<file path="src/sv/wsg_pkg.sv">
`default_nettype none
package wsg_pkg;
  localparam int unsigned NCH = 5;
  localparam int unsigned WLEN = 32;
  localparam int unsigned WAVE_DEPTH = NCH * WLEN;
  localparam int unsigned WAVE_AW = $clog2(WAVE_DEPTH);
  localparam longint unsigned HALF_CLOCK = 1789772;
  localparam longint unsigned SAMPLE_RATE = 44100;
  localparam int unsigned STEP_SHIFT = 17;
  localparam int unsigned INDEX_SHIFT = 17;
  localparam longint unsigned NUM = HALF_CLOCK << STEP_SHIFT;
  localparam int unsigned NUM_W = $clog2(NUM + 1);
  localparam int unsigned CNT_W = $clog2(NUM_W);
  localparam int unsigned SR_W = $clog2(SAMPLE_RATE + 1);
  localparam int unsigned DEN_W = 13 + SR_W;
  localparam int unsigned MIX_W = 11;

  localparam logic [2:0] OP_WAVE0 = 3'd0;
  localparam logic [2:0] OP_PERIOD = 3'd1;
  localparam logic [2:0] OP_VOLUME = 3'd2;
  localparam logic [2:0] OP_KEYON = 3'd3;
  localparam logic [2:0] OP_WAVE1 = 3'd4;
  localparam logic [2:0] OP_TEST = 3'd5;

  localparam logic [7:0] IDX_SHARED = 8'h60;
  localparam logic [7:0] TEST_NOWAVE = 8'h40;
  localparam logic [7:0] TEST_PHASE = 8'h20;
  localparam logic [11:0] MIN_PERIOD = 12'd9;
endpackage
`default_nettype wire

</file>
<file path="src/sv/wavetable_sound_generator_5ch.sv">
// bus write: taken in S_IDLE; a shared-channel wave write adds S_WR2; a period write
// may go on through S_MUL and S_DIV, the one-bit-per-cycle step divider
// sample tick: each channel goes through S_RD and S_ACC via the wave ram read port,
// then S_DONE; one item in flight at a time; result held in an output register
// rst clears all channel state, index/test registers and wave valid bits at once
`default_nettype none
module wavetable_sound_generator_5ch (
  input  wire logic        clk,
  input  wire logic        rst,
  input  wire logic        s_tvalid,
  output logic             s_tready,
  input  wire logic [15:0] s_tdata,   // port [7:0], write_data [15:8]
  input  wire logic        s_tuser,   // operation
  output logic             m_tvalid,
  input  wire logic        m_tready,
  output logic      [15:0] m_tdata    // mixed_sample [10:0], zero [15:11]
);
  import wsg_pkg::*;

  localparam logic [2:0] S_IDLE = 3'd0;
  localparam logic [2:0] S_WR2  = 3'd1;
  localparam logic [2:0] S_MUL  = 3'd2;
  localparam logic [2:0] S_DIV  = 3'd3;
  localparam logic [2:0] S_RD   = 3'd4;
  localparam logic [2:0] S_ACC  = 3'd5;
  localparam logic [2:0] S_DONE = 3'd6;

  logic [2:0] state;
  logic [31:0] phase [NCH];
  logic [31:0] step [NCH];
  logic [11:0] period [NCH];
  logic [3:0] volume [NCH];
  logic [NCH-1:0] keyon;
  logic [7:0] index;
  logic [7:0] test;
  logic [WAVE_DEPTH-1:0] wvalid;
  logic vld_q;
  logic [7:0] wbyte;

  logic [2:0] ch;
  logic [DEN_W-1:0] den;
  logic [DEN_W-1:0] rem;
  logic [NUM_W-1:0] quo;
  logic [CNT_W-1:0] dcnt;
  logic signed [MIX_W-1:0] acc;

  logic we;
  logic [WAVE_AW-1:0] waddr;
  logic [7:0] wdata;
  logic [WAVE_AW-1:0] raddr;
  logic [7:0] rdata;

  logic accept;
  logic [7:0] port;
  logic [7:0] data;
  logic [2:0] pch;
  logic [11:0] per_next;
  logic [31:0] ph_adv;
  logic [4:0] pos;
  logic [DEN_W:0] rsh;
  logic rfit;
  logic signed [7:0] wave_s;
  logic signed [12:0] prod;
  logic signed [8:0] contrib;

  assign port = s_tdata[7:0];
  assign data = s_tdata[15:8];
  assign s_tready = (state == S_IDLE);
  assign accept = s_tvalid && s_tready;
  assign pch = index[3:1];

  always_comb begin
    per_next = period[pch];
    if (index[0]) begin
      per_next = {data[3:0], period[pch][7:0]};
    end else begin
      per_next = {period[pch][11:8], data};
    end
  end

  assign ph_adv = (step[ch] != 32'd0) ? phase[ch] + step[ch] : phase[ch];
  assign pos = ph_adv[INDEX_SHIFT +: 5];
  assign raddr = WAVE_AW'({ch, pos});

  assign wave_s = vld_q ? $signed(rdata) : 8'sd0;
  assign prod = wave_s * $signed({1'b0, volume[ch]});
  assign contrib = 9'(prod >>> 4);

  assign rsh = {rem, NUM[dcnt]};
  assign rfit = rsh >= {1'b0, den};

  // wave writes: index below the shared range maps straight onto the ram
  always_comb begin
    we = 1'b0;
    waddr = WAVE_AW'(index);
    wdata = data;
    if (state == S_WR2) begin
      we = 1'b1;
      waddr = WAVE_AW'({3'd4, index[4:0]});
      wdata = wbyte;
    end else if (accept && !s_tuser && port[0] && !test[6]
                 && (port[3:1] == OP_WAVE0 || port[3:1] == OP_WAVE1)
                 && port[7:4] == 4'd0) begin
      we = 1'b1;
      if (index >= IDX_SHARED) begin
        waddr = WAVE_AW'({3'd3, index[4:0]});
      end
    end
  end

  wsg_ram #(.WIDTH(8), .DEPTH(WAVE_DEPTH)) u_wave (
    .clk(clk), .we(we), .waddr(waddr), .wdata(wdata), .raddr(raddr), .rdata(rdata)
  );

  always_ff @(posedge clk) begin
    vld_q <= wvalid[raddr];
    if (rst) begin
      state <= S_IDLE;
      for (int i = 0; i < NCH; i++) begin
        phase[i] <= '0;
        step[i] <= '0;
        period[i] <= '0;
        volume[i] <= '0;
      end
      keyon <= '0;
      index <= '0;
      test <= '0;
      wvalid <= '0;
      m_tvalid <= 1'b0;
      ch <= '0;
    end else begin
      if (we) begin
        wvalid[waddr] <= 1'b1;
      end
      if (m_tvalid && m_tready && state != S_DONE) begin
        m_tvalid <= 1'b0;
      end
      unique case (state)
        S_IDLE: begin
          if (accept) begin
            wbyte <= data;
            if (s_tuser) begin
              ch <= '0;
              acc <= '0;
              state <= S_RD;
            end else if (!port[0]) begin
              index <= data;
            end else if (port[7:4] == 4'd0) begin
              case (port[3:1])
                OP_WAVE0, OP_WAVE1: begin
                  if (!test[6] && index >= IDX_SHARED) begin
                    state <= S_WR2;
                  end
                end
                OP_PERIOD: begin
                  if (index[7:4] == 4'd0 && 32'(pch) < NCH) begin
                    period[pch] <= per_next;
                    ch <= pch;
                    if (test[5]) begin
                      phase[pch] <= '1;
                    end else if (per_next < MIN_PERIOD) begin
                      phase[pch] <= {phase[pch][31:16], 16'hFFFF};
                      step[pch] <= '0;
                    end else begin
                      phase[pch] <= {phase[pch][31:16], 16'h0000};
                      state <= S_MUL;
                    end
                  end
                end
                OP_VOLUME: begin
                  if (32'(index[2:0]) < NCH) begin
                    volume[index[2:0]] <= data[3:0];
                  end
                end
                OP_KEYON: keyon <= data[NCH-1:0];
                OP_TEST: test <= data;
                default: ;
              endcase
            end
          end
        end
        S_WR2: state <= S_IDLE;
        S_MUL: begin
          den <= (DEN_W'(period[ch]) + DEN_W'(1)) * DEN_W'(SAMPLE_RATE);
          rem <= '0;
          quo <= '0;
          dcnt <= CNT_W'(NUM_W - 1);
          state <= S_DIV;
        end
        S_DIV: begin
          rem <= rfit ? DEN_W'(rsh - {1'b0, den}) : rsh[DEN_W-1:0];
          quo <= {quo[NUM_W-2:0], rfit};
          dcnt <= dcnt - 1'b1;
          if (dcnt == '0) begin
            step[ch] <= 32'({quo[NUM_W-2:0], rfit});
            state <= S_IDLE;
          end
        end
        S_RD: begin
          phase[ch] <= ph_adv;
          state <= S_ACC;
        end
        S_ACC: begin
          // stopped channels give nothing even when keyed
          if (keyon[ch] && step[ch] != 32'd0) begin
            acc <= acc + MIX_W'(contrib);
          end
          if (32'(ch) == NCH - 1) begin
            state <= S_DONE;
          end else begin
            ch <= ch + 1'b1;
            state <= S_RD;
          end
        end
        S_DONE: begin
          if (!m_tvalid || m_tready) begin
            m_tvalid <= 1'b1;
            m_tdata <= {5'd0, acc};
            state <= S_IDLE;
          end
        end
        default: state <= S_IDLE;
      endcase
    end
  end
endmodule
`default_nettype wire

</file>
<file path="src/sv/wsg_ram.sv">
`default_nettype none
module wsg_ram #(
  parameter int unsigned WIDTH = 8,
  parameter int unsigned DEPTH = 160
) (
  input  wire logic                     clk,
  input  wire logic                     we,
  input  wire logic [$clog2(DEPTH)-1:0] waddr,
  input  wire logic [WIDTH-1:0]         wdata,
  input  wire logic [$clog2(DEPTH)-1:0] raddr,
  output logic      [WIDTH-1:0]         rdata
);
  logic [WIDTH-1:0] mem [DEPTH];

  always_ff @(posedge clk) begin
    if (we) begin
      mem[waddr] <= wdata;
    end
    rdata <= mem[raddr];
  end
endmodule
`default_nettype wire
</file>
<file path="config.mk">
export PLATFORM = sky130hd
export DESIGN_NAME = wavetable_sound_generator_5ch
export DESIGN_NICKNAME = d
export VERILOG_FILES = /design/src/sv/wsg_pkg.sv /design/src/sv/wavetable_sound_generator_5ch.sv /design/src/sv/wsg_ram.sv
export SDC_FILE = /design/constraint.sdc
export NUM_CORES = 2
export LEC_CHECK = 0
export BUFFER_PORTS_ARGS = -buffer_cell sky130_fd_sc_hd__buf_2
export CORE_MARGIN = 2
export CORE_UTILIZATION = 60
export DETAILED_ROUTE_END_ITERATION = 7
export PLACE_DENSITY = 0.76
export SETUP_SLACK_MARGIN = 0.5
export SKIP_CTS_REPAIR_TIMING = 1
export SLEW_MARGIN = 20
export SYNTH_ARGS = -nofsm -noshare
export SYNTH_HDL_FRONTEND = slang
export SYNTH_SLANG_ARGS = --single-unit
</file>
<file path="constraint.sdc">
create_clock -name clk -period 9.2 [get_ports clk]
set_clock_uncertainty 0.1 [all_clocks]
set_input_delay 0.46 -clock clk [delete_from_list [all_inputs] [get_ports clk]]
set_output_delay 0.46 -clock clk [all_outputs]
set_load 0.02 [all_outputs]
</file>
==> results_dict.tcl <==
set metrics [dict create \
    status "completed" \
    syn_area_per_cell_um2 12.9 \
    cp_slowest_cell "nor4_1" \
    fin_setup_tns_ps 0 \
    drt_iter0_drc 9850 \
    hpwl_mm 162 \
    grt.total_usage_pct 32.0 \
    worst_slack_ps 810 \
    h-tree-depth 4 \
    startpoint_type "register" \
    maxCapViolCount 0 \
    path_clk_slew_ps 70 \
    end_kind "register" \
    leakage_uw 0.0377 \
    dieArea_um2 162000 \
    fmax_ghz 0.119 \
    cts_buffers 206 \
    hold_violations 0 \
    synth_edf_count 1963 \
    wl_per_cell_um 27.2 \
    critPathMaxFanout 115 \
    crit_chain "buf_12 > mux4_2 > nand2_1 > and2_1 > inv_1 > ha_1 > a211oi_1 > o211ai_1 > a21o_1 > a31oi_1 > xnor2_1 > o21ai_4 > nand2_8 > buf_12 > buf_4 > nand2_1 > a32oi_1 > a31oi_1 > nor4_1 > nor4b_1 > nor4_1" \
    fin_crit_sh_pct 91.2 \
    slew_viol_final 0 \
    syn_inst 7393 \
    antenna_found_initial 11 \
    cts.path.max_buffers 3 \
    cts_num_sinks 2161 \
    synth_cell_types 95 \
    synth_ff_type "edfxtp_1" \
    grt_pass1_wl_mm 386 \
    min_path_type "primary input to register" \
    wirelength_mm 263 \
    drc 0 \
    drive_gt1_share_pct 10.3 \
    setup-violations-final 0 \
    nNetsFinal 7645 \
    relSlewSlack_pct 8.22 \
    grt_overflow 0 \
    synth_area_um2 95200 \
    arrival_ps 9050 \
    grt_pass1_vias 60700 \
    required_ps 9860 \
    start_util_pct 60.3 \
    ios 39 \
    place_ws_ps 1260 \
    clk-insertion-delay-late_ps 870 \
    synthArstFlopShare_pct 0 \
    cellPowerDensity_nw_per_um2 248 \
    ys_seq_area_share_pct 66.1 \
    std_cell_rows 146 \
    rsz0062_at_grt "false" \
    synth-seq-cells 2161 \
    final.min_clock_period_ps 8390 \
    max_stage_delay_ps 950 \
    grt_max_degree 125 \
    critical_path_class "register to register" \
    cp_top_family "simple AND/OR/NAND/NOR gates" \
    worst-path-buf-inv 4 \
    io_buffers 33 \
    dr.pass1.iters 6 \
    routed_via_density 6.57 \
    ant_nets 0 \
    fill_cells 10900 \
    die_h_um 402 \
    die_w_um 402 \
    area_growth_pct 9.63 \
    via_count 63500 \
    peakVddDrop_uv 215 \
    cts_tree "built" \
    worstMarginPinSlew_ps 1370 \
    coreArea_um2 158000 \
    ys_warn_count 0 \
    cts_root_buf "clkbuf_16" \
    routabilityCongestion 0.942 \
]
-- power by group --
group          total (uW)  switching (uW)  internal (uW)  leakage (uW)
registers           11100             108          10900        0.0201
logic                6260            4290           1970        0.0144
clock network        8540            3730           4810       0.00330
total               25900            8130          17700        0.0377
-- placed cells by master, fill, tap and decap left out, drive strengths merged, types with 32 or more instances in the layout --
cell type	count
dfxtp	198
nor3	61
nand2b	36
ha	173
xnor2	57
clkbuf	304
a32oi	45
inv	228
nor4	39
clkinv	62
mux2i	225
nor2	1013
and3	206
nand2	1187
a211oi	128
nand3	268
a21oi	169
a31oi	102
and2	34
a311oi	93
edfxtp	1963
xor2	32
conb	53
mux4	166
fa	47
o21ai	103
buf	174
nand4	53
-- stage by stage --
stage | area [um^2] | util (%) | hold WS, ps | power [uW] | std cells
floorplan | 95400 | - | 333 | 15400 | 7445
global placement | 97300 | 61.6 | 342 | 17200 | 9255
detailed placement | 97400 | 61.6 | 352 | 17300 | 9258
CTS | 104000 | 66.0 | -174 | 25700 | 9649
global route | 104000 | 66.1 | 39.2 | 26600 | 9659
finish | 104000 | 66.1 | 26.5 | 25900 | 9671
-- Yosys cell counts (11+ instances only) --
| library cell | number | area [um^2] |
|---|---|---|
| o21ba_2 | 21 | 210 |
| o21a_1 | 12 | 90.1 |
| mux4_2 | 166 | 3740 |
| ha_1 | 173 | 2160 |
| nor2_1 | 1008 | 3780 |
| xnor2_1 | 57 | 499 |
| nand2b_1 | 36 | 225 |
| nand4_1 | 52 | 325 |
| xor2_1 | 32 | 280 |
| a21o_1 | 28 | 210 |
| edfxtp_1 | 1963 | 58900 |
| o21ai_0 | 84 | 420 |
| o22ai_1 | 13 | 81.3 |
| mux2_2 | 14 | 158 |
| buf_6 | 31 | 349 |
| nor3_1 | 58 | 290 |
| dfxtp_1 | 198 | 3960 |
| buf_1 | 21 | 78.8 |
| mux2i_1 | 225 | 2250 |
| nand2_1 | 1185 | 4450 |
| a22oi_1 | 29 | 218 |
| buf_2 | 140 | 701 |
| or2_2 | 17 | 106 |
| o21bai_1 | 12 | 90.1 |
| fa_1 | 47 | 941 |
| buf_4 | 62 | 465 |
| and3_1 | 206 | 1290 |
| nor4_1 | 38 | 238 |
| a31oi_1 | 102 | 638 |
| a21oi_1 | 165 | 826 |
| clkbuf_1 | 176 | 661 |
| and2_1 | 34 | 213 |
| a211oi_1 | 127 | 953 |
| inv_1 | 217 | 815 |
| o21ai_1 | 18 | 90.1 |
| nand3_1 | 267 | 1340 |
| or3_1 | 11 | 68.8 |
| a211o_1 | 12 | 105 |
| a311oi_1 | 93 | 815 |
| o211ai_1 | 25 | 188 |
| nor2b_1 | 13 | 81.3 |
| a32oi_1 | 45 | 394 |
-- flip-flops by register name (all words and copies together) (netlist names), 11 cells and up, named ones only --
name,count
u_wave.mem,1280
step,256
phase,176
wvalid,160
period,96
volume,32
quo,31
rem,29
den,27
acc,11
m_tdata,11
-- tightest hold or removal path: cells and delay by family --
kind | cells | cell delay (ps)
simple gates | 2 | 300
buf+inv | 1 | 120
mux | 1 | 70
-- path summary, 6_finish.rpt --
path	end	slack, ps	cells past startpoint	start
max	u_wave.rdata[1]$_DFF_P_	810	21	register
min	test[6]$_SDFFE_PP0P_	30	4	s_tdata[3]
max reg2reg	u_wave.rdata[1]$_DFF_P_	810	21	register
min reg2reg	wvalid[137]$_SDFFE_PP0N_	370	2	wvalid[137]$_SDFFE_PP0N_
-- area by class of cell --
class	count	area, um^2	area share (%)
well taps	2072	2590	2.48
multi-input cells	4628	29700	28.4
clock inverters	88	980	0.938
inverters	222	833	0.798
clock buffers	303	5820	5.58
diodes	12	30.0	0.0288
repair buffers	185	1570	1.50
flip-flops and latches	2161	62900	60.3
-- layer usage --
metal  up-vias  global-route usage [%]  wire length, um
met5         -                   0.297              109
met4         8                    14.8            13200
met3       785                    8.05            33700
met2      4381                    48.3           119000
met1     31200                    44.0            97300
li1      27100                       -                -
-- kinds of logic (layout without fill, tap and decap cells) --
| family | Yosys count | count (layout) | share of synthesized area, % |
|---|---|---|---|
| muxes | 405 | 405 | 6.46 |
| and+or+nand+nor | 2980 | 2980 | 13.6 |
| buffers and inverters | 656 | 798 | 3.27 |
| other | 1 | 65 | 0.00394 |
| xor gates and xnor gates | 89 | 89 | 0.819 |
| AOI/OAI and AO/OA | 881 | 881 | 6.57 |
| DFF | 2161 | 2161 | 66.1 |
| adders and majority gates | 220 | 220 | 3.26 |
(Power assumes the default switching activity.)
